### config.mk
export PLATFORM = sky130hd
export DESIGN_NAME = kmp_stream_replace_core
export DESIGN_NICKNAME = d
export VERILOG_FILES = /design/src/rtl/kmp_sr_pkg.sv /design/src/rtl/kmp_sr_fifo.sv /design/src/rtl/kmp_sr_csr.sv /design/src/rtl/kmp_sr_engine.sv /design/src/rtl/kmp_stream_replace_core.sv
export SDC_FILE = /design/constraint.sdc
export NUM_CORES = 2
export LEC_CHECK = 0
export ABC_AREA = 0
export BUFFER_PORTS_ARGS = -buffer_cell sky130_fd_sc_hd__buf_2
export CORE_MARGIN = 2
export CORE_UTILIZATION = 63
export CTS_BUF_LIST = sky130_fd_sc_hd__clkbuf_4 sky130_fd_sc_hd__clkbuf_8
export DETAILED_ROUTE_END_ITERATION = 16
export MAX_ROUTING_LAYER = met4
export PLACE_DENSITY_LB_ADDON = 0.08
export SYNTH_ARGS = -nofsm -noshare
export SYNTH_HDL_FRONTEND = slang
export SYNTH_HIERARCHICAL = 1
export SYNTH_SLANG_ARGS = --single-unit
### constraint.sdc
create_clock -name clock -period 13.4 [get_ports clock]
set_clock_uncertainty 0.2 [all_clocks]
set_input_delay 1.34 -clock clock [delete_from_list [all_inputs] [get_ports clock]]
set_output_delay 1.34 -clock clock [all_outputs]
set_load 0.02 [all_outputs]
### src/rtl/kmp_sr_pkg.sv
`timescale 1ns / 1ps
// Shared types and constants for the streaming search-and-replace block.
package kmp_sr_pkg;

   localparam int PAT_BYTES = 16;
   localparam int REP_BYTES = 32;

   // Configuration register indexes.
   localparam logic [3:0] REG_PAT_LOW  = 4'd0;
   localparam logic [3:0] REG_PAT_HIGH = 4'd1;
   localparam logic [3:0] REG_PAT_LEN  = 4'd2;
   localparam logic [3:0] REG_REP_W0   = 4'd3;
   localparam logic [3:0] REG_REP_W1   = 4'd4;
   localparam logic [3:0] REG_REP_W2   = 4'd5;
   localparam logic [3:0] REG_REP_W3   = 4'd6;
   localparam logic [3:0] REG_REP_LEN  = 4'd7;

   typedef struct packed {
      logic [7:0] text_byte;
      logic       text_end;
   } req_type;

   typedef struct packed {
      logic [7:0] out_byte;
      logic       byte_valid;
      logic       run_last;
      logic       output_end;
   } rsp_type;

   // Failure table entry: a pattern position, or none.
   typedef struct packed {
      logic       none;
      logic [3:0] pos;
   } ft_entry_type;

   // Settings seen by the back end.
   typedef struct packed {
      logic [PAT_BYTES-1:0][7:0] pat;
      logic [REP_BYTES-1:0][7:0] rep;
      logic [4:0]                plen;
      logic [5:0]                rlen;
      logic                      building;
      logic                      clear_match;
   } cfg_type;

   typedef enum logic [2:0] {
      ST_IDLE,
      ST_STEP,
      ST_REL,
      ST_REP,
      ST_FIN,
      ST_FLUSH,
      ST_MARK,
      ST_DONE
   } eng_state_type;

endpackage

### src/rtl/kmp_sr_fifo.sv
`timescale 1ns / 1ps
// Two-entry queue used on the input and result sides.
module kmp_sr_fifo #(
   parameter type item_type = logic
) (
   input  logic     clock,
   input  logic     reset,
   input  logic     push,
   input  item_type push_item,
   output logic     full,
   input  logic     pop,
   output item_type pop_item,
   output logic     empty
);
   item_type   mem_ff [2];
   logic       wr_ff, wr_in;
   logic       rd_ff, rd_in;
   logic [1:0] cnt_ff, cnt_in;
   logic       do_push, do_pop;

   assign full     = (cnt_ff == 2'd2);
   assign empty    = (cnt_ff == 2'd0);
   assign do_push  = push && !full;
   assign do_pop   = pop && !empty;
   assign pop_item = mem_ff[rd_ff];

   // Pointer and count update.
   always_comb begin
      wr_in  = do_push ? !wr_ff : wr_ff;
      rd_in  = do_pop ? !rd_ff : rd_ff;
      cnt_in = cnt_ff + {1'b0, do_push} - {1'b0, do_pop};
   end

   always_ff @(posedge clock) begin
      if (reset) begin
         wr_ff  <= 1'b0;
         rd_ff  <= 1'b0;
         cnt_ff <= 2'd0;
      end else begin
         wr_ff  <= wr_in;
         rd_ff  <= rd_in;
         cnt_ff <= cnt_in;
      end
   end

   // Storage.
   always_ff @(posedge clock) begin
      if (do_push) begin
         mem_ff[wr_ff] <= push_item;
      end
   end
endmodule

### src/rtl/kmp_sr_csr.sv
`timescale 1ns / 1ps
// Configuration registers and the sequential failure table builder.
module kmp_sr_csr #(
   parameter int PATTERN_MAX = 16,
   parameter int REPLACE_MAX = 32
) (
   input  logic                   clock,
   input  logic                   reset,
   input  logic                   csr_valid,
   output logic                   csr_ready,
   input  logic [3:0]             csr_index,
   input  logic [63:0]            csr_data,
   input  logic [3:0]             ft_addr,
   output kmp_sr_pkg::ft_entry_type ft_data,
   output kmp_sr_pkg::cfg_type    cfg
);
   import kmp_sr_pkg::*;

   localparam int PLIM = (PATTERN_MAX < PAT_BYTES) ? PATTERN_MAX : PAT_BYTES;
   localparam int RLIM = (REPLACE_MAX < REP_BYTES) ? REPLACE_MAX : REP_BYTES;

   logic [1:0][63:0] pat_ff;
   logic [3:0][63:0] rep_ff;
   logic [4:0]       plen_reg_ff;
   logic [5:0]       rlen_reg_ff;
   logic             wr;
   logic             pat_wr;
   logic [4:0]       plen;
   logic [5:0]       rlen;
   logic [PAT_BYTES-1:0][7:0] pat;

   ft_entry_type ft_ff [PAT_BYTES];
   logic         bld_ff, bld_in;
   logic [3:0]   bi_ff, bi_in;
   logic [3:0]   bj_ff, bj_in;
   logic         bjn_ff, bjn_in;
   logic [3:0]   ni, nj;
   logic         advance;
   logic [3:0]   rd_addr;
   ft_entry_type rd_data;
   ft_entry_type new_entry;
   logic         ft_we;

   assign csr_ready = !bld_ff;
   assign wr        = csr_valid && csr_ready;
   assign pat_wr    = wr && (csr_index == REG_PAT_LOW || csr_index == REG_PAT_HIGH
                             || csr_index == REG_PAT_LEN);
   assign pat       = pat_ff;

   // Register writes.
   always_ff @(posedge clock) begin
      if (reset) begin
         pat_ff      <= '0;
         rep_ff      <= '0;
         plen_reg_ff <= 5'd1;
         rlen_reg_ff <= 6'd0;
      end else if (wr) begin
         unique case (csr_index)
            REG_PAT_LOW:  pat_ff[0]   <= csr_data;
            REG_PAT_HIGH: pat_ff[1]   <= csr_data;
            REG_PAT_LEN:  plen_reg_ff <= csr_data[4:0];
            REG_REP_W0:   rep_ff[0]   <= csr_data;
            REG_REP_W1:   rep_ff[1]   <= csr_data;
            REG_REP_W2:   rep_ff[2]   <= csr_data;
            REG_REP_W3:   rep_ff[3]   <= csr_data;
            REG_REP_LEN:  rlen_reg_ff <= csr_data[5:0];
            default: ;
         endcase
      end
   end

   // Length saturation: zero pattern length counts as one.
   always_comb begin
      plen = (plen_reg_ff == 5'd0) ? 5'd1 : plen_reg_ff;
      if (plen > 5'(PLIM)) plen = 5'(PLIM);
      rlen = (rlen_reg_ff > 6'(RLIM)) ? 6'(RLIM) : rlen_reg_ff;
   end

   // One builder iteration per cycle while the loop condition holds.
   always_comb begin
      ni        = bi_ff + 4'd1;
      nj        = bjn_ff ? 4'd0 : bj_ff + 4'd1;
      advance   = bjn_ff || (pat[bi_ff] == pat[bj_ff]);
      rd_addr   = bld_ff ? (advance ? nj : bj_ff) : ft_addr;
      rd_data   = ft_ff[rd_addr];
      new_entry = (pat[ni] != pat[nj]) ? ft_entry_type'{none: 1'b0, pos: nj} : rd_data;
      ft_we     = 1'b0;
      bld_in    = bld_ff;
      bi_in     = bi_ff;
      bj_in     = bj_ff;
      bjn_in    = bjn_ff;
      if (pat_wr) begin
         bld_in = 1'b1;
         bi_in  = 4'd0;
         bjn_in = 1'b1;
      end else if (bld_ff) begin
         if ({1'b0, bi_ff} + 5'd1 >= plen) begin
            bld_in = 1'b0;
         end else if (advance) begin
            ft_we  = 1'b1;
            bi_in  = ni;
            bj_in  = nj;
            bjn_in = 1'b0;
         end else begin
            bj_in  = rd_data.pos;
            bjn_in = rd_data.none;
         end
      end
   end

   always_ff @(posedge clock) begin
      if (reset) begin
         bld_ff <= 1'b0;
         bjn_ff <= 1'b1;
      end else begin
         bld_ff <= bld_in;
         bjn_ff <= bjn_in;
      end
      bi_ff <= bi_in;
      bj_ff <= bj_in;
   end

   // Table entries: cleared at once when a rebuild starts.
   always_ff @(posedge clock) begin
      if (reset || pat_wr) begin
         for (int k = 0; k < PAT_BYTES; k++) begin
            ft_ff[k] <= '{none: 1'b1, pos: 4'd0};
         end
      end else if (ft_we) begin
         ft_ff[ni] <= new_entry;
      end
   end

   assign ft_data = rd_data;

   always_comb begin
      cfg.pat         = pat;
      cfg.rep         = rep_ff;
      cfg.plen        = plen;
      cfg.rlen        = rlen;
      cfg.building    = bld_ff;
      cfg.clear_match = pat_wr;
   end
endmodule

### src/rtl/kmp_sr_engine.sv
`timescale 1ns / 1ps
// Back end: walks the match for one text byte and emits result transfers.
module kmp_sr_engine (
   input  logic                     clock,
   input  logic                     reset,
   input  kmp_sr_pkg::cfg_type      cfg,
   output logic [3:0]               ft_addr,
   input  kmp_sr_pkg::ft_entry_type ft_data,
   input  logic                     in_empty,
   input  kmp_sr_pkg::req_type      in_item,
   output logic                     in_pop,
   input  logic                     out_full,
   output logic                     out_push,
   output kmp_sr_pkg::rsp_type      out_item
);
   import kmp_sr_pkg::*;

   eng_state_type st_ff, st_in;
   logic [7:0]    c_ff, c_in;
   logic          end_ff, end_in;
   logic [3:0]    j_ff, j_in;
   logic          jn_ff, jn_in;
   logic [4:0]    ml_ff, ml_in;
   logic [5:0]    k_ff, k_in;
   logic [4:0]    cnt_ff, cnt_in;
   ft_entry_type  nx_ff, nx_in;
   logic          pv_ff, pv_in;
   rsp_type       pend_ff, pend_in;

   logic          can_emit;
   logic          emit;
   rsp_type       emit_item;
   logic          hit;
   logic          full_match;
   logic [4:0]    keep;
   logic [4:0]    rel_cnt;
   logic [5:0]    k_next;

   assign ft_addr    = j_ff;
   assign can_emit   = !pv_ff || !out_full;
   assign hit        = (c_ff == cfg.pat[j_ff]);
   assign full_match = ({1'b0, j_ff} + 5'd1 >= cfg.plen);
   assign keep       = ft_data.none ? 5'd0 : {1'b0, ft_data.pos};
   assign rel_cnt    = {1'b0, j_ff} - keep;
   assign k_next     = k_ff + 6'd1;

   // Next state.
   always_comb begin
      st_in = st_ff;
      unique case (st_ff)
         ST_IDLE:  if (!in_empty && !cfg.building) st_in = ST_STEP;
         ST_STEP: begin
            if (jn_ff) begin
               if (can_emit) st_in = ST_FIN;
            end else if (hit) begin
               st_in = (full_match && cfg.rlen != 6'd0) ? ST_REP : ST_FIN;
            end else if (rel_cnt != 5'd0) begin
               st_in = ST_REL;
            end
         end
         ST_REL:   if (can_emit && k_next == {1'b0, cnt_ff}) st_in = ST_STEP;
         ST_REP:   if (can_emit && k_next == cfg.rlen) st_in = ST_FIN;
         ST_FIN: begin
            if (!end_ff)             st_in = ST_DONE;
            else if (ml_ff != 5'd0)  st_in = ST_FLUSH;
            else                     st_in = ST_MARK;
         end
         ST_FLUSH: if (can_emit && k_next == {1'b0, ml_ff}) st_in = ST_MARK;
         ST_MARK:  if (can_emit) st_in = ST_DONE;
         ST_DONE:  if (!pv_ff || !out_full) st_in = ST_IDLE;
         default:  st_in = ST_IDLE;
      endcase
   end

   // Datapath and outputs.
   always_comb begin
      c_in      = c_ff;
      end_in    = end_ff;
      j_in      = j_ff;
      jn_in     = jn_ff;
      ml_in     = ml_ff;
      k_in      = k_ff;
      cnt_in    = cnt_ff;
      nx_in     = nx_ff;
      in_pop    = 1'b0;
      emit      = 1'b0;
      emit_item = '0;
      unique case (st_ff)
         ST_IDLE: begin
            if (!in_empty && !cfg.building) begin
               in_pop = 1'b1;
               c_in   = in_item.text_byte;
               end_in = in_item.text_end;
               j_in   = ml_ff[3:0];
               jn_in  = 1'b0;
            end
         end
         ST_STEP: begin
            k_in = 6'd0;
            if (jn_ff) begin
               emit                 = 1'b1;
               emit_item.out_byte   = c_ff;
               emit_item.byte_valid = 1'b1;
               ml_in                = 5'd0;
            end else if (hit) begin
               ml_in = full_match ? 5'd0 : {1'b0, j_ff} + 5'd1;
            end else if (rel_cnt != 5'd0) begin
               cnt_in = rel_cnt;
               nx_in  = ft_data;
            end else begin
               j_in  = ft_data.pos;
               jn_in = ft_data.none;
            end
         end
         ST_REL: begin
            emit                 = 1'b1;
            emit_item.out_byte   = cfg.pat[k_ff[3:0]];
            emit_item.byte_valid = 1'b1;
            if (can_emit) begin
               k_in = k_next;
               if (k_next == {1'b0, cnt_ff}) begin
                  j_in  = nx_ff.pos;
                  jn_in = nx_ff.none;
               end
            end
         end
         ST_REP: begin
            emit                 = 1'b1;
            emit_item.out_byte   = cfg.rep[k_ff[4:0]];
            emit_item.byte_valid = 1'b1;
            if (can_emit) k_in = k_next;
         end
         ST_FIN: k_in = 6'd0;
         ST_FLUSH: begin
            emit                 = 1'b1;
            emit_item.out_byte   = cfg.pat[k_ff[3:0]];
            emit_item.byte_valid = 1'b1;
            if (can_emit) k_in = k_next;
         end
         ST_MARK: begin
            emit                 = 1'b1;
            emit_item.output_end = 1'b1;
            if (can_emit) ml_in = 5'd0;
         end
         ST_DONE: ;
         default: ;
      endcase
      if (cfg.clear_match) ml_in = 5'd0;
   end

   // The newest result is held back until it is known whether it ends its run.
   always_comb begin
      pv_in    = pv_ff;
      pend_in  = pend_ff;
      out_push = 1'b0;
      out_item = pend_ff;
      if (emit && can_emit) begin
         out_push = pv_ff;
         pv_in    = 1'b1;
         pend_in  = emit_item;
      end else if (st_ff == ST_DONE && pv_ff && !out_full) begin
         out_push          = 1'b1;
         out_item.run_last = 1'b1;
         pv_in             = 1'b0;
      end
   end

   always_ff @(posedge clock) begin
      if (reset) begin
         st_ff <= ST_IDLE;
         ml_ff <= 5'd0;
         pv_ff <= 1'b0;
      end else begin
         st_ff <= st_in;
         ml_ff <= ml_in;
         pv_ff <= pv_in;
      end
      c_ff    <= c_in;
      end_ff  <= end_in;
      j_ff    <= j_in;
      jn_ff   <= jn_in;
      k_ff    <= k_in;
      cnt_ff  <= cnt_in;
      nx_ff   <= nx_in;
      pend_ff <= pend_in;
   end
endmodule

### src/rtl/kmp_stream_replace_core.sv
`timescale 1ns / 1ps
// Streaming search-and-replace: front queue, configuration and table builder, back end.
// The back end takes a new input byte only after it is through with the previous one, including
// any fallback steps, released bytes, replacement bytes and flush bytes for it;
// its state machine emits one result per cycle while the result queue is not full.
// Reset is synchronous: registers return to their defaults and the table holds no entries.
// A pattern write rebuilds the table, during which csr_ready is low.
module kmp_stream_replace_core #(
   parameter int PATTERN_MAX = 16,
   parameter int REPLACE_MAX = 32
) (
   input  logic                clock,
   input  logic                reset,
   input  logic                req_push,
   output logic                req_full,
   input  kmp_sr_pkg::req_type req_item,
   output logic                rsp_empty,
   input  logic                rsp_pop,
   output kmp_sr_pkg::rsp_type rsp_item,
   input  logic                csr_valid,
   output logic                csr_ready,
   input  logic [3:0]          csr_index,
   input  logic [63:0]         csr_data
);
   import kmp_sr_pkg::*;

   cfg_type      cfg;
   logic [3:0]   ft_addr;
   ft_entry_type ft_data;
   logic         in_empty;
   req_type      in_item;
   logic         in_pop;
   logic         out_full;
   logic         out_push;
   rsp_type      out_item;

   // Front queue for incoming text bytes.
   kmp_sr_fifo #(.item_type(req_type)) u_front (
      .clock     (clock),
      .reset     (reset),
      .push      (req_push),
      .push_item (req_item),
      .full      (req_full),
      .pop       (in_pop),
      .pop_item  (in_item),
      .empty     (in_empty)
   );

   kmp_sr_csr #(
      .PATTERN_MAX (PATTERN_MAX),
      .REPLACE_MAX (REPLACE_MAX)
   ) u_csr (
      .clock     (clock),
      .reset     (reset),
      .csr_valid (csr_valid),
      .csr_ready (csr_ready),
      .csr_index (csr_index),
      .csr_data  (csr_data),
      .ft_addr   (ft_addr),
      .ft_data   (ft_data),
      .cfg       (cfg)
   );

   kmp_sr_engine u_engine (
      .clock    (clock),
      .reset    (reset),
      .cfg      (cfg),
      .ft_addr  (ft_addr),
      .ft_data  (ft_data),
      .in_empty (in_empty),
      .in_item  (in_item),
      .in_pop   (in_pop),
      .out_full (out_full),
      .out_push (out_push),
      .out_item (out_item)
   );

   // Result queue toward the consumer.
   kmp_sr_fifo #(.item_type(rsp_type)) u_result (
      .clock     (clock),
      .reset     (reset),
      .push      (out_push),
      .push_item (out_item),
      .full      (out_full),
      .pop       (rsp_pop),
      .pop_item  (rsp_item),
      .empty     (rsp_empty)
   );
endmodule

==> impl_results.md <==
* Share of post-route cells with drive strength above 1 at between 10% and 20%
* Series of cell instances along the critical path: buf_4 -> mux4_2 -> a22oi_1 -> nand2_1 -> xnor2_1 -> and4_1 -> and3_1 -> mux2i_4 -> mux2i_1 -> mux4_2 -> mux2i_1 -> nor2b_1 -> ha_1 -> fa_1 -> xnor2_1 -> or4_1 -> nand2_1 -> nor3_1
* Top fanout value on the critical path at 76
* Total count of hold-check failures in the final report at 0
* Worst slew margin relative to its limit at 5.30%
* Final Instance Area at ~34,000 um2
* Total GRT Usage at between 30% and 40%
* Static Leakage at roughly 11 nW
* Routed len/inst at about 25 um
* RePlAce Congestion at about 1
* Post-synth EDFFs at about 160
* Sequential-to-total area share from yosys stat at 41.8%
* Maximum number of buffers from clock root to sink at 3
* Drt pass-1 iters at 5
* Max Cap Viol at 0
* PnR Total Power at approximately 5.5 mW
* Cell with the biggest individual delay on the critical path: mux2i_4
* Buf+Inv Stages, Crit Path at 1
* Net count after synthesis at around 3,400
* Post-detailed-routing wire length at 101 mm
* Clock tree from TritonCTS: done
* Final design utilization at approximately 69%
* Number of top-level pins at between 90 and 100
* Setup crit end kind: flip-flop
* Power per unit of standard cell area at ~160 nW/um2
* Clock latency on the worst-skew pair at around 730 ps
* Netlist Area Pre-Place at ~32,000 um2
* Via density per instance at 6.59
* Hold Crit Class: flip-flop to flip-flop
* Async set or reset register ratio after synthesis at 0%
* Placed Instances at just under 4,000
* Setup repair after global routing missed its margin: no
* Most frequent standard cell in the layout excluding fill and tap cells: nand2_1
* Width of the chip at between 200 and 250 um
* Vias in the first global route at around 25,000
* Hold-fix buffers at CTS at 0
* IR drop worst, VDD at 0.110 mV
* Number of CTS-inserted buffers at 95
* Clock Sink Count at roughly 580
* Measured slew at the worst slew-check pin at ~1400 ps
* Register bit count reported by yosys at around 580
* Post-route minimum period at between 8000 and 9000 ps
* Share of the clock period used by the worst path after layout at just over 60%
* Post-synthesis cell type count at 81
* Maximum number of pins on one net before global-route repair at about 200
* Maximum achievable frequency at around 120 MHz
* # H-tree levels at 3
* Number of placement rows at 82
* Startpoint-to-endpoint class of the critical path: flip-flop to flip-flop
* Root buffer cell: clkbuf_8
* Detailed placer's ending HPWL at slightly below 70 mm
* Largest stage delay on the critical path at between 900 and 1000 ps
* Flip-flop cell with the highest count after synthesis: dfxtp_1
* Remaining Overflow, GRT at 0
* Number of cells upsized or downsized after cts at 0
* Setup TNS at 0 ps
* Fill cells at between 4,000 and 5,000
* Cell class contributing the biggest share of worst-path delay: multiplexers
* Number of buffer cells added on primary ports at between 90 and 100
* Detailed router's first-iteration violation count at 3,109
* Area of the core region at 50,100 um2
* Initial antenna violation count at 10
* Layout net count at approximately 3,400
* Count of vias placed by the detailed router at around 27,000
* Max Slew Vio Count at 0
* Number of nets still failing antenna checks after routing at 0
* Setup violators final at 0
* Number of standard cells after synthesis at about 3,300
* Worst EP required at around 14,000 ps
* Die extent in y at ~230 um
* Synth Warn # at 6
* Number of setup buffers added after CTS at 0
* Placement Cell Area at between 30,000 and 40,000 um2
* Wire length of the first global-routing pass at about 150 mm
* Average cell area after synthesis at between 9 and 10 um2
* Status: complete, no violations
* Nature of the critical path startpoint: flip-flop
* Count of placed standard cells in the final layout, fillers left out at approximately 4,100
* Die footprint at approximately 52,000 um2
* Commonest non-fill, non-tap cells in the layout: nand2_1, a21oi_1, dfxtp_1
* CTS clk-pin slew, worst paths at ~60 ps
* Number of remaining DRC errors at 0
* Initial Util at roughly 64%
* Arrival time of data at the critical path endpoint at roughly 8500 ps
* Area growth from synthesis to final layout at 7.78%
## metal layers
layer	GRT usage [%]	share of wire, %	wire length [um]
met4	24.7	7.1	7210
met2	60.5	46	46900
met3	7.53	9.3	9390
met5	-	0	0
met1	48.6	37	37800
## synth_stat cells, types with 4 or more instances
library cell | number | area, um2
nand2_1 | 914 | 3430
a21oi_1 | 438 | 2190
dfxtp_1 | 420 | 8410
mux4_2 | 222 | 5000
clkbuf_1 | 176 | 661
nor2_1 | 167 | 627
edfxtp_1 | 164 | 4920
mux2i_1 | 157 | 1570
mux2_2 | 42 | 473
buf_2 | 38 | 190
o21ai_0 | 37 | 185
nor2b_1 | 36 | 225
xnor2_1 | 34 | 298
a22oi_1 | 32 | 240
inv_1 | 30 | 113
nand3_1 | 28 | 140
ha_1 | 26 | 325
mux2_1 | 25 | 282
xor2_1 | 23 | 201
a211oi_1 | 22 | 165
buf_1 | 22 | 82.6
nand4_1 | 20 | 125
o22ai_1 | 19 | 119
o221ai_1 | 17 | 149
and3_1 | 16 | 100
nor3_1 | 16 | 80.1
nor3b_1 | 16 | 120
and2_1 | 14 | 87.6
buf_6 | 14 | 158
a31oi_1 | 13 | 81.3
nand2b_1 | 13 | 81.3
nor4_1 | 11 | 68.8
buf_4 | 9 | 67.6
a21o_1 | 7 | 52.6
or3_1 | 7 | 43.8
or2_2 | 6 | 37.5
a221oi_4 | 4 | 105
inv_2 | 4 | 15.0
or4_1 | 4 | 30.0
## where the power goes
group / leakage [nW] / total, mW / internal [mW] / switching (mW)
clock network: 1.01 / 1.57 / 0.838 / 0.735
registers: 4.96 / 2.07 / 1.96 / 0.107
logic: 5.51 / 1.90 / 0.674 / 1.22
total: 11.5 / 5.53 / 3.47 / 2.06
## layout make-up
class	count	area [um2]	area share (%)
tap	672	841	2.45
clock inverter	39	265	0.771
multi-input combinational	2449	17300	50.3
inverter	37	139	0.404
antenna	9	22.5	0.0655
sequential	584	13300	38.8
timing repair buffer	139	828	2.41
clock buffer	131	1650	4.79
## worst reg2reg max path, stage by stage (launching register included)
cell	delay [ps]
edfxtp_1	330
buf_4	810
mux4_2	720
a22oi_1	210
nand2_1	90
xnor2_1	310
and4_1	280
and3_1	260
mux2i_4	990
mux2i_1	240
mux4_2	500
mux2i_1	570
nor2b_1	120
ha_1	250
fa_1	450
xnor2_1	290
or4_1	280
nand2_1	70
nor3_1	980
## registers in the layout, summed over array words and instances (netlist names), 2 cells and up, named ones only
name	count
u_engine/k_ff	6
u_engine/ml_ff	5
u_result/mem_ff	22
u_front/mem_ff	18
u_engine/c_ff	8
u_csr/plen_reg_ff	5
u_engine/nx_ff	5
u_front/cnt_ff	2
u_result/cnt_ff	2
u_engine/cnt_ff	5
u_engine/st_ff	3
u_csr/bj_ff	4
u_csr/ft_ff	80
u_csr/cfg	384
u_engine/out_item	10
u_csr/rlen_reg_ff	6
u_engine/ft_addr	4
u_csr/bi_ff	4
## logic make-up (layout without fill, tap and decap cells)
kind of cell,after synthesis,after routing,share of synthesized area (%)
simple gates,1289,1289,16.9
compound gates,629,629,11.4
flops,584,584,41.8
mux,446,446,23.0
buf+inv,299,346,4.24
xor+xnor,58,58,1.62
fa+ha+maj,27,27,1.08
other cells,0,9,0
## through the flow
stage               setup slack, ps  hold slack (ps)
CTS                            5160              241
finish                         5040              241
detailed placement             5200              231
floorplan                      7090              221
global placement               5510              227
global route                   4530              258
## worst paths after layout
check | startpoint | to | slack, ps | cells after the start
worst max-delay path | u_csr/bj_ff[0] | u_engine/nx_ff[4] | 5040 | 18
worst min-delay path | u_engine/out_item[3] | u_result/mem_ff[0][3] | 240 | 0
worst max register to register | u_csr/bj_ff[0] | u_engine/nx_ff[4] | 5040 | 18
worst min register to register | u_engine/out_item[3] | u_result/mem_ff[0][3] | 240 | 0
Note: power is estimated with default switching activity, not from simulation.
